### config.mk
export PLATFORM = sky130hd
export DESIGN_NAME = median_offset_axis_correction_core
export DESIGN_NICKNAME = d
export VERILOG_FILES = /design/src/hdl/moac_pkg.sv /design/src/hdl/median_offset_axis_correction_core.sv /design/src/hdl/moac_sort_lane.sv /design/src/hdl/moac_merge.sv
export SDC_FILE = /design/constraint.sdc
export NUM_CORES = 2
export LEC_CHECK = 0
export BUFFER_PORTS_ARGS = -buffer_cell sky130_fd_sc_hd__clkbuf_2
export CORE_MARGIN = 2
export CORE_UTILIZATION = 35
export CTS_CLUSTER_DIAMETER = 100
export CTS_CLUSTER_SIZE = 8
export DETAILED_ROUTE_END_ITERATION = 10
export GPL_ROUTABILITY_DRIVEN = 1
export PLACE_DENSITY = 0.6
export SYNTH_ARGS = -nofsm -noshare
export SYNTH_HDL_FRONTEND = slang
export SYNTH_SLANG_ARGS = --single-unit
### constraint.sdc
create_clock -name clk -period 7.5 [get_ports clk]
set_clock_uncertainty 0.1 [all_clocks]
set_input_delay 0.375 -clock clk [delete_from_list [all_inputs] [get_ports clk]]
set_output_delay 0.375 -clock clk [all_outputs]
set_load 0.05 [all_outputs]
### src/hdl/moac_pkg.sv
`default_nettype none
// ----------------------------------------------------------------------------
// moac_pkg: shared types and codes for the median offset axis correction
// Item layouts, operation and result kinds, map codes and register indexes.
// ----------------------------------------------------------------------------
package moac_pkg;

  // Default number of calibration samples per round
  localparam int SAMPLES_DEFAULT = 64;

  // Configuration port widths
  localparam int CFG_IDX_W  = 2;
  localparam int CFG_DATA_W = 2;

  // Register indexes
  localparam logic [CFG_IDX_W-1:0] CFG_MAP_FIRST  = 2'd0;
  localparam logic [CFG_IDX_W-1:0] CFG_MAP_SECOND = 2'd1;
  localparam logic [CFG_IDX_W-1:0] CFG_MAP_THIRD  = 2'd2;

  // Axis slot codes; the remaining code drops the word
  localparam logic [1:0] MAP_X = 2'd0;
  localparam logic [1:0] MAP_Y = 2'd1;
  localparam logic [1:0] MAP_Z = 2'd2;

  // Operation codes of an input item
  localparam logic OP_CALIB = 1'b0;
  localparam logic OP_MEAS  = 1'b1;

  // Result kinds
  localparam logic KIND_MEAS = 1'b0;
  localparam logic KIND_OFFS = 1'b1;

  typedef logic signed [15:0] word_t;

  // Three slot values, element 0 is x
  typedef word_t [2:0] axes_t;

  typedef struct packed {
    logic  op;
    word_t word_first;
    word_t word_second;
    word_t word_third;
  } in_item_t;

  typedef struct packed {
    logic  kind;
    word_t axis_x;
    word_t axis_y;
    word_t axis_z;
  } out_item_t;

  // Requests from the input side to the merge stage
  typedef struct packed {
    logic meas_go;  // measurement item accepted
    logic cal_go;   // last calibration item of a round accepted
  } merge_req_t;

  // Status from the merge stage back to the input side
  typedef struct packed {
    logic pend;       // offsets waiting to be read from the lanes
    logic out_valid;  // result register holds an item
  } merge_sts_t;

endpackage : moac_pkg
`default_nettype wire

### src/hdl/median_offset_axis_correction_core.sv
`default_nettype none
// ----------------------------------------------------------------------------
// median_offset_axis_correction_core: three-axis median offset calibration
// Remaps device words to axis slots, finds per-axis median offsets over a
// calibration round and subtracts them from measurement items.
// ----------------------------------------------------------------------------
// A measurement item or an ordinary calibration item is accepted whenever
// in_ready is high, so items may follow back to back while the result
// register drains; a result that is not taken holds the input until
// out_ready rises. The last calibration item of a round is inserted into
// the three sort chains and sets the pending flag; the medians are then
// read from the middle cell of each chain into the offset and result
// registers once the result register is free, and until then no item is
// accepted. Each axis lane is a chain of SAMPLES 16-bit cells that keeps
// the round's samples sorted, one insert a cycle while calibration items
// are accepted; the three chains hold 48 * SAMPLES flip-flops.
// Configuration writes take effect at the edge where cfg_we is high; index 3 is ignored.
// ----------------------------------------------------------------------------
module median_offset_axis_correction_core #(
  parameter int SAMPLES = moac_pkg::SAMPLES_DEFAULT
) (
  input  wire logic                              clk,
  input  wire logic                              rst_n,
  input  wire logic                              in_valid,
  output logic                                   in_ready,
  input  wire moac_pkg::in_item_t                in_item,
  output logic                                   out_valid,
  input  wire logic                              out_ready,
  output moac_pkg::out_item_t                    out_item,
  input  wire logic                              cfg_we,
  input  wire logic [moac_pkg::CFG_IDX_W-1:0]    cfg_index,
  input  wire logic [moac_pkg::CFG_DATA_W-1:0]   cfg_data
);

  localparam int CNT_W = $clog2(SAMPLES + 1);
  localparam logic [CNT_W-1:0] LAST = CNT_W'(SAMPLES - 1);

  logic [1:0]           map_first_r, map_second_r, map_third_r;
  logic [CNT_W-1:0]     count_r, count_nxt;
  moac_pkg::axes_t      slot;
  moac_pkg::axes_t      med;
  moac_pkg::merge_req_t req;
  moac_pkg::merge_sts_t sts;
  logic                 accept;
  logic                 cal_ins;

  // Configuration registers
  always_ff @(posedge clk) begin
    if (!rst_n) begin
      map_first_r  <= moac_pkg::MAP_X;
      map_second_r <= moac_pkg::MAP_Y;
      map_third_r  <= moac_pkg::MAP_Z;
    end else if (cfg_we) begin
      case (cfg_index)
        moac_pkg::CFG_MAP_FIRST:  map_first_r  <= cfg_data;
        moac_pkg::CFG_MAP_SECOND: map_second_r <= cfg_data;
        moac_pkg::CFG_MAP_THIRD:  map_third_r  <= cfg_data;
        default: ;
      endcase
    end
  end

  // Place device words in slots; the later word wins, an unwritten slot is zero
  always_comb begin
    for (int a = 0; a < 3; a++) begin
      if (map_third_r == 2'(a)) begin
        slot[a] = in_item.word_third;
      end else if (map_second_r == 2'(a)) begin
        slot[a] = in_item.word_second;
      end else if (map_first_r == 2'(a)) begin
        slot[a] = in_item.word_first;
      end else begin
        slot[a] = '0;
      end
    end
  end

  // Hold the input while offsets are pending or the result cannot move
  assign in_ready = !sts.pend && (!sts.out_valid || out_ready);
  assign accept   = in_valid && in_ready;
  assign cal_ins  = accept && (in_item.op == moac_pkg::OP_CALIB);

  assign req.meas_go = accept && (in_item.op == moac_pkg::OP_MEAS);
  assign req.cal_go  = cal_ins && (count_r == LAST);

  // Round fill count, restart after the last sample
  always_comb begin
    count_nxt = count_r;
    if (cal_ins) begin
      count_nxt = (count_r == LAST) ? '0 : count_r + 1'b1;
    end
  end

  always_ff @(posedge clk) begin
    if (!rst_n) begin
      count_r <= '0;
    end else begin
      count_r <= count_nxt;
    end
  end

  // One sort lane per axis
  for (genvar a = 0; a < 3; a++) begin : g_lane
    moac_sort_lane #(
      .SAMPLES (SAMPLES),
      .CNT_W   (CNT_W)
    ) u_lane (
      .clk    (clk),
      .ins_i  (cal_ins),
      .fill_i (count_r),
      .val_i  (slot[a]),
      .med_o  (med[a])
    );
  end

  moac_merge u_merge (
    .clk       (clk),
    .rst_n     (rst_n),
    .req_i     (req),
    .slot_i    (slot),
    .med_i     (med),
    .out_ready (out_ready),
    .sts_o     (sts),
    .out_item  (out_item)
  );

  assign out_valid = sts.out_valid;

endmodule : median_offset_axis_correction_core
`default_nettype wire

### src/hdl/moac_sort_lane.sv
`default_nettype none
// ----------------------------------------------------------------------------
// moac_sort_lane: insertion-sort cell chain for one axis
// Keeps the samples of a round in ascending order; one insert per cycle.
// ----------------------------------------------------------------------------
module moac_sort_lane #(
  parameter int SAMPLES = moac_pkg::SAMPLES_DEFAULT,
  parameter int CNT_W   = $clog2(SAMPLES + 1)
) (
  input  wire logic               clk,
  input  wire logic               ins_i,
  input  wire logic [CNT_W-1:0]   fill_i,
  input  wire moac_pkg::word_t    val_i,
  output moac_pkg::word_t         med_o
);

  localparam int MED = SAMPLES / 2;

  moac_pkg::word_t   cell_r   [SAMPLES];
  moac_pkg::word_t   cell_nxt [SAMPLES];
  logic [SAMPLES-1:0] gt;

  // Each cell decides on its own whether it moves up; empty cells count as above
  for (genvar i = 0; i < SAMPLES; i++) begin : g_cell
    assign gt[i] = (CNT_W'(i) >= fill_i) || (cell_r[i] > val_i);

    if (i == 0) begin : g_first
      always_comb begin
        cell_nxt[i] = gt[i] ? val_i : cell_r[i];
      end
    end else begin : g_rest
      // take the lower neighbour while it moves too, else the new value
      always_comb begin
        cell_nxt[i] = cell_r[i];
        if (gt[i]) begin
          cell_nxt[i] = gt[i-1] ? cell_r[i-1] : val_i;
        end
      end
    end
  end

  // Advance the chain on insert
  always_ff @(posedge clk) begin
    if (ins_i) begin
      cell_r <= cell_nxt;
    end
  end

  assign med_o = cell_r[MED];

endmodule : moac_sort_lane
`default_nettype wire

### src/hdl/moac_merge.sv
`default_nettype none
// ----------------------------------------------------------------------------
// moac_merge: offset store and result register
// Combines the lane medians into new offsets and corrects measurements.
// ----------------------------------------------------------------------------
module moac_merge (
  input  wire logic                clk,
  input  wire logic                rst_n,
  input  wire moac_pkg::merge_req_t req_i,
  input  wire moac_pkg::axes_t     slot_i,
  input  wire moac_pkg::axes_t     med_i,
  input  wire logic                out_ready,
  output moac_pkg::merge_sts_t     sts_o,
  output moac_pkg::out_item_t      out_item
);

  logic                 pend_r,      pend_nxt;
  logic                 out_valid_r, out_valid_nxt;
  moac_pkg::out_item_t  out_item_r,  out_item_nxt;
  moac_pkg::axes_t      offs_r,      offs_nxt;
  moac_pkg::axes_t      corr;
  logic                 out_free;

  // Wrap-around correction of each slot
  always_comb begin
    for (int a = 0; a < 3; a++) begin
      corr[a] = slot_i[a] - offs_r[a];
    end
  end

  assign out_free = !out_valid_r || out_ready;

  // Load offsets or a corrected item, drop the result once taken
  always_comb begin
    pend_nxt      = pend_r;
    out_valid_nxt = out_valid_r;
    out_item_nxt  = out_item_r;
    offs_nxt      = offs_r;
    if (pend_r && out_free) begin
      pend_nxt      = 1'b0;
      out_valid_nxt = 1'b1;
      offs_nxt      = med_i;
      out_item_nxt  = '{kind: moac_pkg::KIND_OFFS, axis_x: med_i[0],
                        axis_y: med_i[1], axis_z: med_i[2]};
    end else if (req_i.meas_go) begin
      out_valid_nxt = 1'b1;
      out_item_nxt  = '{kind: moac_pkg::KIND_MEAS, axis_x: corr[0],
                        axis_y: corr[1], axis_z: corr[2]};
    end else if (out_ready) begin
      out_valid_nxt = 1'b0;
    end
    if (req_i.cal_go) begin
      pend_nxt = 1'b1;
    end
  end

  always_ff @(posedge clk) begin
    if (!rst_n) begin
      pend_r      <= 1'b0;
      out_valid_r <= 1'b0;
      offs_r      <= '0;
    end else begin
      pend_r      <= pend_nxt;
      out_valid_r <= out_valid_nxt;
      offs_r      <= offs_nxt;
    end
  end

  // Payload register, no reset
  always_ff @(posedge clk) begin
    out_item_r <= out_item_nxt;
  end

  assign sts_o.pend      = pend_r;
  assign sts_o.out_valid = out_valid_r;
  assign out_item        = out_item_r;

endmodule : moac_merge
`default_nettype wire
Yosys cells after proc, flatten, opt, wreduce, memory -nomap -nowiden
Cells that the tools add are included.
{"block": "totals", "wordCells": 588, "in_bits": 58, "ff_bits": 1696, "output_inout_bits": 51}
{"block": "op_classes", "n_eq_ne": 9, "mux": 113, "n_addsub": 4, "n_reduce_logical": 217, "n_lt_le_gt_ge": 132, "bitwise_logic": 1}
{"op": "2-to-1 mux 16 bit", "n": 105}
{"op": "greater-than comparator 16 bit", "n": 99}
{"op": "AND reduction 2 bit", "n": 102}
{"op": ">= comparator 5 x 7 -> 1 bit, first input constant", "n": 16}
{"op": "logical OR 1 bit", "n": 100}
{"op": "2-to-1 mux 48 bit", "n": 2}
{"op": ">= comparator 4 x 7 -> 1 bit, first input constant", "n": 8}
{"op": "subtractor 16 bit", "n": 3}
{"op": ">= comparator 3 x 7 -> 1 bit, first input constant", "n": 4}
{"op": ">= comparator 1 x 7 -> 1 bit, first input constant", "n": 2}
{"op": ">= comparator 2 x 7 -> 1 bit, first input constant", "n": 2}
{"op": "== test 2 x 1 -> 1 bit, second input constant", "n": 4}
{"op": "== test 2 bit, second input constant", "n": 4}
{"op": "zero test 2 bit", "n": 4}
{"op": "adder 7 x 1 -> 7 bit, second input constant", "n": 1}
{"op": "== test 7 x 6 -> 1 bit, second input constant", "n": 1}
{"op": ">= comparator 6 x 7 -> 1 bit, first input constant", "n": 1}
{"op": "2-to-1 mux 7 bit", "n": 1}
{"op": "logical AND 1 bit", "n": 6}
{"op": "2-to-1 mux 1 bit", "n": 5}
{"op": "nonzero test 2 bit", "n": 2}
{"op": "nonzero test 3 bit", "n": 1}
{"op": "zero test 1 bit", "n": 2}
{"op": "NOT 1 bit", "n": 1}

Longest topological paths before layout
{"block": "logic_depth", "word_depth": 7, "depth_mapped": 21, "mapped_depth_nobuf": 17}

Modules after synthesis
Synthesis repeated with hierarchy kept, for this count alone.
{"block": "hier_totals", "hier_cells": 11918, "area_unflattened_um2": 124348.0}
{"mod": "moac_sort_lane at g_lane[0].u_lane ...", "area_each_um2": 41066.9, "cells_each": 4160, "seq_area_each_um2": 15855.2, "instances": 2}
{"mod": "moac_sort_lane at g_lane[2].u_lane", "area_each_um2": 34667.0, "cells_each": 2707, "seq_area_each_um2": 15855.2, "instances": 1}
{"mod": "moac_merge", "area_each_um2": 6002.0, "cells_each": 660, "seq_area_each_um2": 2462.4, "instances": 1}
{"mod": "median_offset_axis_correction_core", "area_each_um2": 1545.2, "cells_each": 231, "seq_area_each_um2": 260.2, "instances": 1}

Worst setup path before layout
OpenSTA, ideal clock, no wires.
{"block": "synth_timing", "kind": "register to register", "startpoint": "reg map_second_r[0]", "endpoint": "reg g_lane[1].u_lane.cell_r (netlist bit g_lane[1].u_lane.med_o[0]) (enable)", "setup_ns": 0.414, "path_buffers": 2, "stages_incl_launch_ff": 15, "synth_period_minus_slack_ns": 6.460, "slack_ns": 1.040, "arrival_time_ns": 5.946, "required_ns": 6.986, "cell_sequence": "dfxtp_1 -> buf_4 -> nor2b_1 -> clkbuf_1 -> a22oi_1 -> o21ai_0 -> ha_1 -> inv_1 -> a21o_1 -> maj3_1 -> a21oi_1 -> o21ai_0 -> a21oi_1 -> o21ai_0 -> o31ai_1"}
{"block": "synth_between", "elab_chain_cells": 6}
{"item": "start: declaration", "line_no": "median_offset_axis_correction_core.sv:38", "rtl": "logic [1:0] map_first_r, map_second_r, map_third_r;"}
{"item": "start signal: assignment", "line_no": "median_offset_axis_correction_core.sv:51", "rtl": "map_second_r <= moac_pkg::MAP_Y;"}
{"item": "start signal: assignment", "line_no": "median_offset_axis_correction_core.sv:56", "rtl": "moac_pkg::CFG_MAP_SECOND: map_second_r <= cfg_data;"}
{"item": "== test 2 x 1 -> 1 bit", "line_no": "median_offset_axis_correction_core.sv:68", "rtl": "end else if (map_second_r == 2'(a)) begin"}
{"item": "2-to-1 mux 16 bit", "line_no": "median_offset_axis_correction_core.sv:68"}
{"item": "2-to-1 mux 16 bit", "line_no": "median_offset_axis_correction_core.sv:66", "rtl": "if (map_third_r == 2'(a)) begin"}
{"item": "named net g_lane[1].u_lane.val_i[0]", "line_no": "moac_sort_lane.sv:13", "rtl": "input wire moac_pkg::word_t val_i,"}
{"item": "greater-than comparator 16 bit", "line_no": "moac_sort_lane.sv:25", "rtl": "assign gt[i] = (CNT_W'(i) >= fill_i) || (cell_r[i] > val_i);"}
{"item": "logical OR 1 bit", "line_no": "moac_sort_lane.sv:25"}
{"item": "AND reduction 2 bit (no source line)"}
{"item": "end signal: assignment", "line_no": "moac_sort_lane.sv:45", "rtl": "cell_r <= cell_nxt;"}
{"item": "end: declaration", "line_no": "moac_sort_lane.sv:19", "rtl": "moac_pkg::word_t cell_r [SAMPLES];"}
The timed path passes the listed nets, and every way through them passes these cells.
A chain may end at the register's enable or synchronous reset.

Final worst setup path
{"block": "layout_timing", "startpoint": "reg map_second_r[1]", "endpoint": "reg g_lane[2].u_lane.cell_r[738] (netlist bit), data pin"}
{"block": "layout_between", "elab_chain_cells": 6}
{"item": "== test 2 bit (*)", "line_no": "median_offset_axis_correction_core.sv:68"}
{"item": "2-to-1 mux 16 bit (*)", "line_no": "median_offset_axis_correction_core.sv:68"}
{"item": "2-to-1 mux 16 bit (*)", "line_no": "median_offset_axis_correction_core.sv:66"}
{"item": "greater-than comparator 16 bit", "line_no": "moac_sort_lane.sv:25"}
{"item": "logical OR 1 bit", "line_no": "moac_sort_lane.sv:25"}
{"item": "2-to-1 mux 16 bit (*)", "line_no": "moac_sort_lane.sv:36", "rtl": "cell_nxt[i] = gt[i-1] ? cell_r[i-1] : val_i;"}
{"item": "end signal: assignment", "line_no": "moac_sort_lane.sv:45"}
{"item": "end: declaration", "line_no": "moac_sort_lane.sv:19"}
Mark *: on every way between the ends. The rest lies on a longest branch, timed or not.

==> metrics.txt <==
# TYPE chip_impl_metric gauge
chip_impl_metric{name="hold_violations",unit=""} 0
chip_impl_metric{name="numPortBuffers",unit=""} 108
chip_impl_metric{name="synthDistinctLibCells",unit=""} 84
chip_impl_metric{name="cp_slowest_stage_delay",unit="ps"} 730
chip_impl_metric{name="vias",unit=""} 76700
chip_impl_metric{name="power_density",unit="nW/um2"} 211
chip_impl_metric{name="drtPass1Iterations",unit=""} 8
chip_impl_metric{name="synth_edf_count",unit=""} 1632
chip_impl_metric{name="final.setup.tns",unit="ps"} 0
chip_impl_metric{name="synth-seq-area-share",unit=""} 0.453
chip_impl_info{name="synth_top_area_cell",value="edfxtp_1"} 1
chip_impl_metric{name="grt.total_usage",unit=""} 0.223
chip_impl_info{name="postSynth.topFlopCell",value="edfxtp_1"} 1
chip_impl_info{name="worstSetupEndpointType",value="register"} 1
chip_impl_metric{name="fin_hold_ws",unit="ps"} 261
chip_impl_metric{name="area_share_of_the_largest_cell_type_after_synthesis",unit=""} 0.441
chip_impl_info{name="post-synth-top-count-cell",value="edfxtp_1"} 1
chip_impl_metric{name="grt_pass1_vias",unit=""} 77200
chip_impl_metric{name="share_of_cells_above_drive_strength_1",unit=""} 0.236
chip_impl_info{name="crit_family",value="compound AO/OA/AOI/OAI gates"} 1
chip_impl_metric{name="number_of_antenna_violations_at_the_first_check_in_global_routing",unit=""} 51
chip_impl_metric{name="slew-limit-headroom",unit=""} 0.0952
chip_impl_metric{name="area_growth",unit="%"} 11.4
chip_impl_metric{name="critPathBufInv",unit=""} 2
chip_impl_metric{name="leakage",unit="nW"} 49.6
chip_impl_info{name="setup_repair_after_global_routing_missed_its_margin",value="false"} 1
chip_impl_metric{name="final_max_slew_viol_count",unit=""} 0
chip_impl_metric{name="detail_route.vias_per_cell",unit=""} 5.77
chip_impl_metric{name="gpl.final_weighted_congestion",unit=""} 0.929
chip_impl_metric{name="worst-endpoint-required",unit="ps"} 8020
chip_impl_metric{name="detail_route.drc_violations",unit=""} 0
chip_impl_metric{name="nNetsFinal",unit=""} 10600
chip_impl_metric{name="place.detailed.hpwl",unit="mm"} 243
chip_impl_metric{name="tritoncts_num_sinks",unit=""} 1696
chip_impl_info{name="min_path_type",value="primary input to register"} 1
chip_impl_info{name="worstPathCellList",value="nand2b_1 > and2_0 > a221oi_1 > nor2_4 > inv_2 > buf_4 > ha_1 > a21o_1 > a21o_1 > a21o_1 > a21o_1 > a21o_1 > a21oi_1 > nand2_1 > mux2_2 > a21oi_2 > mux2_2"} 1
chip_impl_metric{name="clk_latency",unit="ps"} 940
chip_impl_metric{name="final.period_utilization",unit=""} 0.792
chip_impl_metric{name="syn_nets",unit=""} 10400
chip_impl_metric{name="filler_cell_count",unit=""} 29200
chip_impl_info{name="cp_slowest_cell",value="inv_2"} 1
chip_impl_metric{name="cts_buffer_depth",unit=""} 4
chip_impl_metric{name="cts_htree_levels",unit=""} 4
chip_impl_info{name="start_kind",value="register"} 1
chip_impl_metric{name="die_h",unit="um"} 567
chip_impl_metric{name="worst_ir_drop_vdd",unit="mV"} 0.201
chip_impl_metric{name="fp.dieArea",unit="um2"} 322000
chip_impl_metric{name="syn_inst",unit=""} 8806
chip_impl_metric{name="drt_iter0_drc",unit=""} 7236
chip_impl_metric{name="maxCapViolations",unit=""} 0
chip_impl_metric{name="cts-resized-gates",unit=""} 0
chip_impl_metric{name="max_freq",unit="MHz"} 168
chip_impl_metric{name="timing.final.crit_period",unit="ps"} 5940
chip_impl_info{name="critPathMostFrequentCell",value="a21o_1"} 1
chip_impl_metric{name="remaining_global_route_overflow",unit=""} 0
chip_impl_metric{name="initial_core_util",unit=""} 0.352
chip_impl_metric{name="placementRows",unit=""} 206
chip_impl_metric{name="netlist_area",unit="um2"} 111000
chip_impl_metric{name="fp.dieW",unit="um"} 567
chip_impl_info{name="synth_top_cells_by_count",value="edfxtp_1 (1632), ha_1 (1531), mux2_2 (1154), a21o_1 (479), a21oi_1 (451)"} 1
chip_impl_metric{name="critical_path_arrival",unit="ps"} 6460
chip_impl_metric{name="num_io_pins",unit=""} 109
chip_impl_info{name="cts_tree",value="built"} 1
chip_impl_metric{name="syn_area_per_cell",unit="um2"} 12.6
chip_impl_metric{name="wl_per_cell",unit="um"} 27.7
chip_impl_metric{name="maximum_number_of_pins_on_one_net_before_global_route_repair",unit=""} 89
chip_impl_metric{name="wl",unit="mm"} 368
chip_impl_metric{name="clk_pin_slew",unit="ps"} 50
chip_impl_metric{name="pin_slew_with_the_least_headroom_to_its_limit",unit="ps"} 1340
chip_impl_metric{name="critical_path_peak_fanout",unit=""} 25
chip_impl_info{name="synth_area_leaders",value="edfxtp_1 (44%), ha_1 (17%), mux2_2 (12%), a21o_1 (3.2%), mux2_4 (2.6%)"} 1
chip_impl_metric{name="grt_pass1_wl",unit="mm"} 531
chip_impl_metric{name="cts_made_buffers",unit=""} 234
chip_impl_metric{name="drt_antenna_net_count",unit=""} 0
chip_impl_metric{name="setup_viol_count_final",unit=""} 0
chip_impl_info{name="criticalPathCategory",value="register to register"} 1
chip_impl_metric{name="yosys_register_bits",unit=""} 1696
chip_impl_metric{name="yosysWarnings",unit=""} 0
chip_impl_metric{name="asyncSetResetFlopFracSynth",unit=""} 0
chip_impl_info{name="run_status",value="completed"} 1
chip_impl_metric{name="design.core.area",unit="um2"} 315000
chip_impl_info{name="clockRootBuffer",value="clkbuf_16"} 1
[per-stage QoR]
stage	instances	instance area [um2]	setup slack (ps)	utilization	power, mW
3_3_place_gp	12900	117000	1770	0.372	16.2
3_5_place_dp	12900	117000	1660	0.372	16.3
2_1_floorplan	8806	111000	1040	-	14.3
5_1_grt	13300	124000	1280	0.392	27.1
4_1_cts	13300	124000	1620	0.392	26.2
6_report	13300	124000	1560	0.393	26.1
[logic make-up after synthesis]
logic type / share of synthesized area
adders and majority gates: 0.180
and+or+nand+nor: 0.0696
xor gates and xnor gates: 0.0112
AOI/OAI and AO/OA: 0.0974
muxes: 0.162
DFF: 0.453
buffers and inverters: 0.0271
[routing by layer]
metal / vias to the layer above / global-route usage / wire length [um]
met5: - / 0 / 54
met4: 8 / 0.141 / 26000
met3: 902 / 0.0427 / 28300
met2: 3315 / 0.341 / 160000
met1: 38100 / 0.288 / 154000
li1: 34300 / - / -
[final timing paths]
check | startpoint | to | cells after the start | slack, ps
hold / removal | in_item[12] | g_lane[2].u_lane.cell_r[1020]$_DFFE_PP_ | 4 | 260
setup reg to reg | map_second_r[1]$_SDFFE_PN0P_ | g_lane[2].u_lane.cell_r[738]$_DFFE_PP_ | 17 | 1560
hold reg to reg | u_merge.offs_r[36]$_SDFFE_PN0P_ | u_merge.offs_r[36]$_SDFFE_PN0P_ | 2 | 360
setup / recovery | map_second_r[1]$_SDFFE_PN0P_ | g_lane[2].u_lane.cell_r[738]$_DFFE_PP_ | 17 | 1560
[registers in the layout (all words and copies together) (netlist names)]
name and cells:
map_second_r 2, u_merge.out_item 49, g_lane.u_lane.med_o 48, count_r 7
u_merge.out_valid_r 1, g_lane.u_lane.cell_r 1536, u_merge.pend_r 1, map_third_r 2
map_first_r 2, u_merge.offs_r 48
[cells in the final DEF, fill, tap and decap left out, types with 31 or more instances in the layout]
master,count
inv_2,48
nand3_1,152
a22oi_1,31
a21o_1,479
diode_2,35
clkbuf_2,108
a21oi_1,445
maj3_1,42
mux2_2,1154
o21ai_0,244
nor2b_1,155
clkbuf_1,79
nand2b_1,91
ha_1,1531
edfxtp_1,1632
o21ai_1,61
clkbuf_16,234
buf_4,197
o22ai_1,58
a21boi_0,54
dfxtp_1,64
inv_1,256
nor2_1,288
mux2_1,88
and2_1,88
mux2i_1,114
nand4_1,300
maj3_2,34
mux2_4,192
nand2_1,328
xnor2_1,120
a221oi_1,39
[repair_timing]
item | 4_1_cts | 5_1_grt
endpoints found under the hold margin | 17 | 0
setup buffers | 0 | 0
hold buffers | 12 | 0
[report_power, final]
part / switching (mW) / total (mW) / internal (mW)
sequential: 0.306 / 11.2 / 10.9
clock: 4.18 / 9.83 / 5.65
combinational: 3.28 / 5.11 / 1.83
[worst min-delay path, delay by kind of cell]
| kind | cells | cell delay [ps] |
|---|---|---|
| buf+inv | 2 | 450 |
| simple gates | 2 | 210 |
[cell type report]
type,count,area [um2],share of cell area
Clock buffer,313,6150,0.0497
Sequential cell,1696,50300,0.406
Clock inverter,14,255,0.00206
Inverter,304,1140,0.00922
Tap cell,4160,5200,0.0421
Multi-Input combinational cell,6443,58300,0.471
Timing Repair Buffer,325,2300,0.0186
Antenna cell,35,87.6,0.000708
Power figures use the tool's default switching activity.
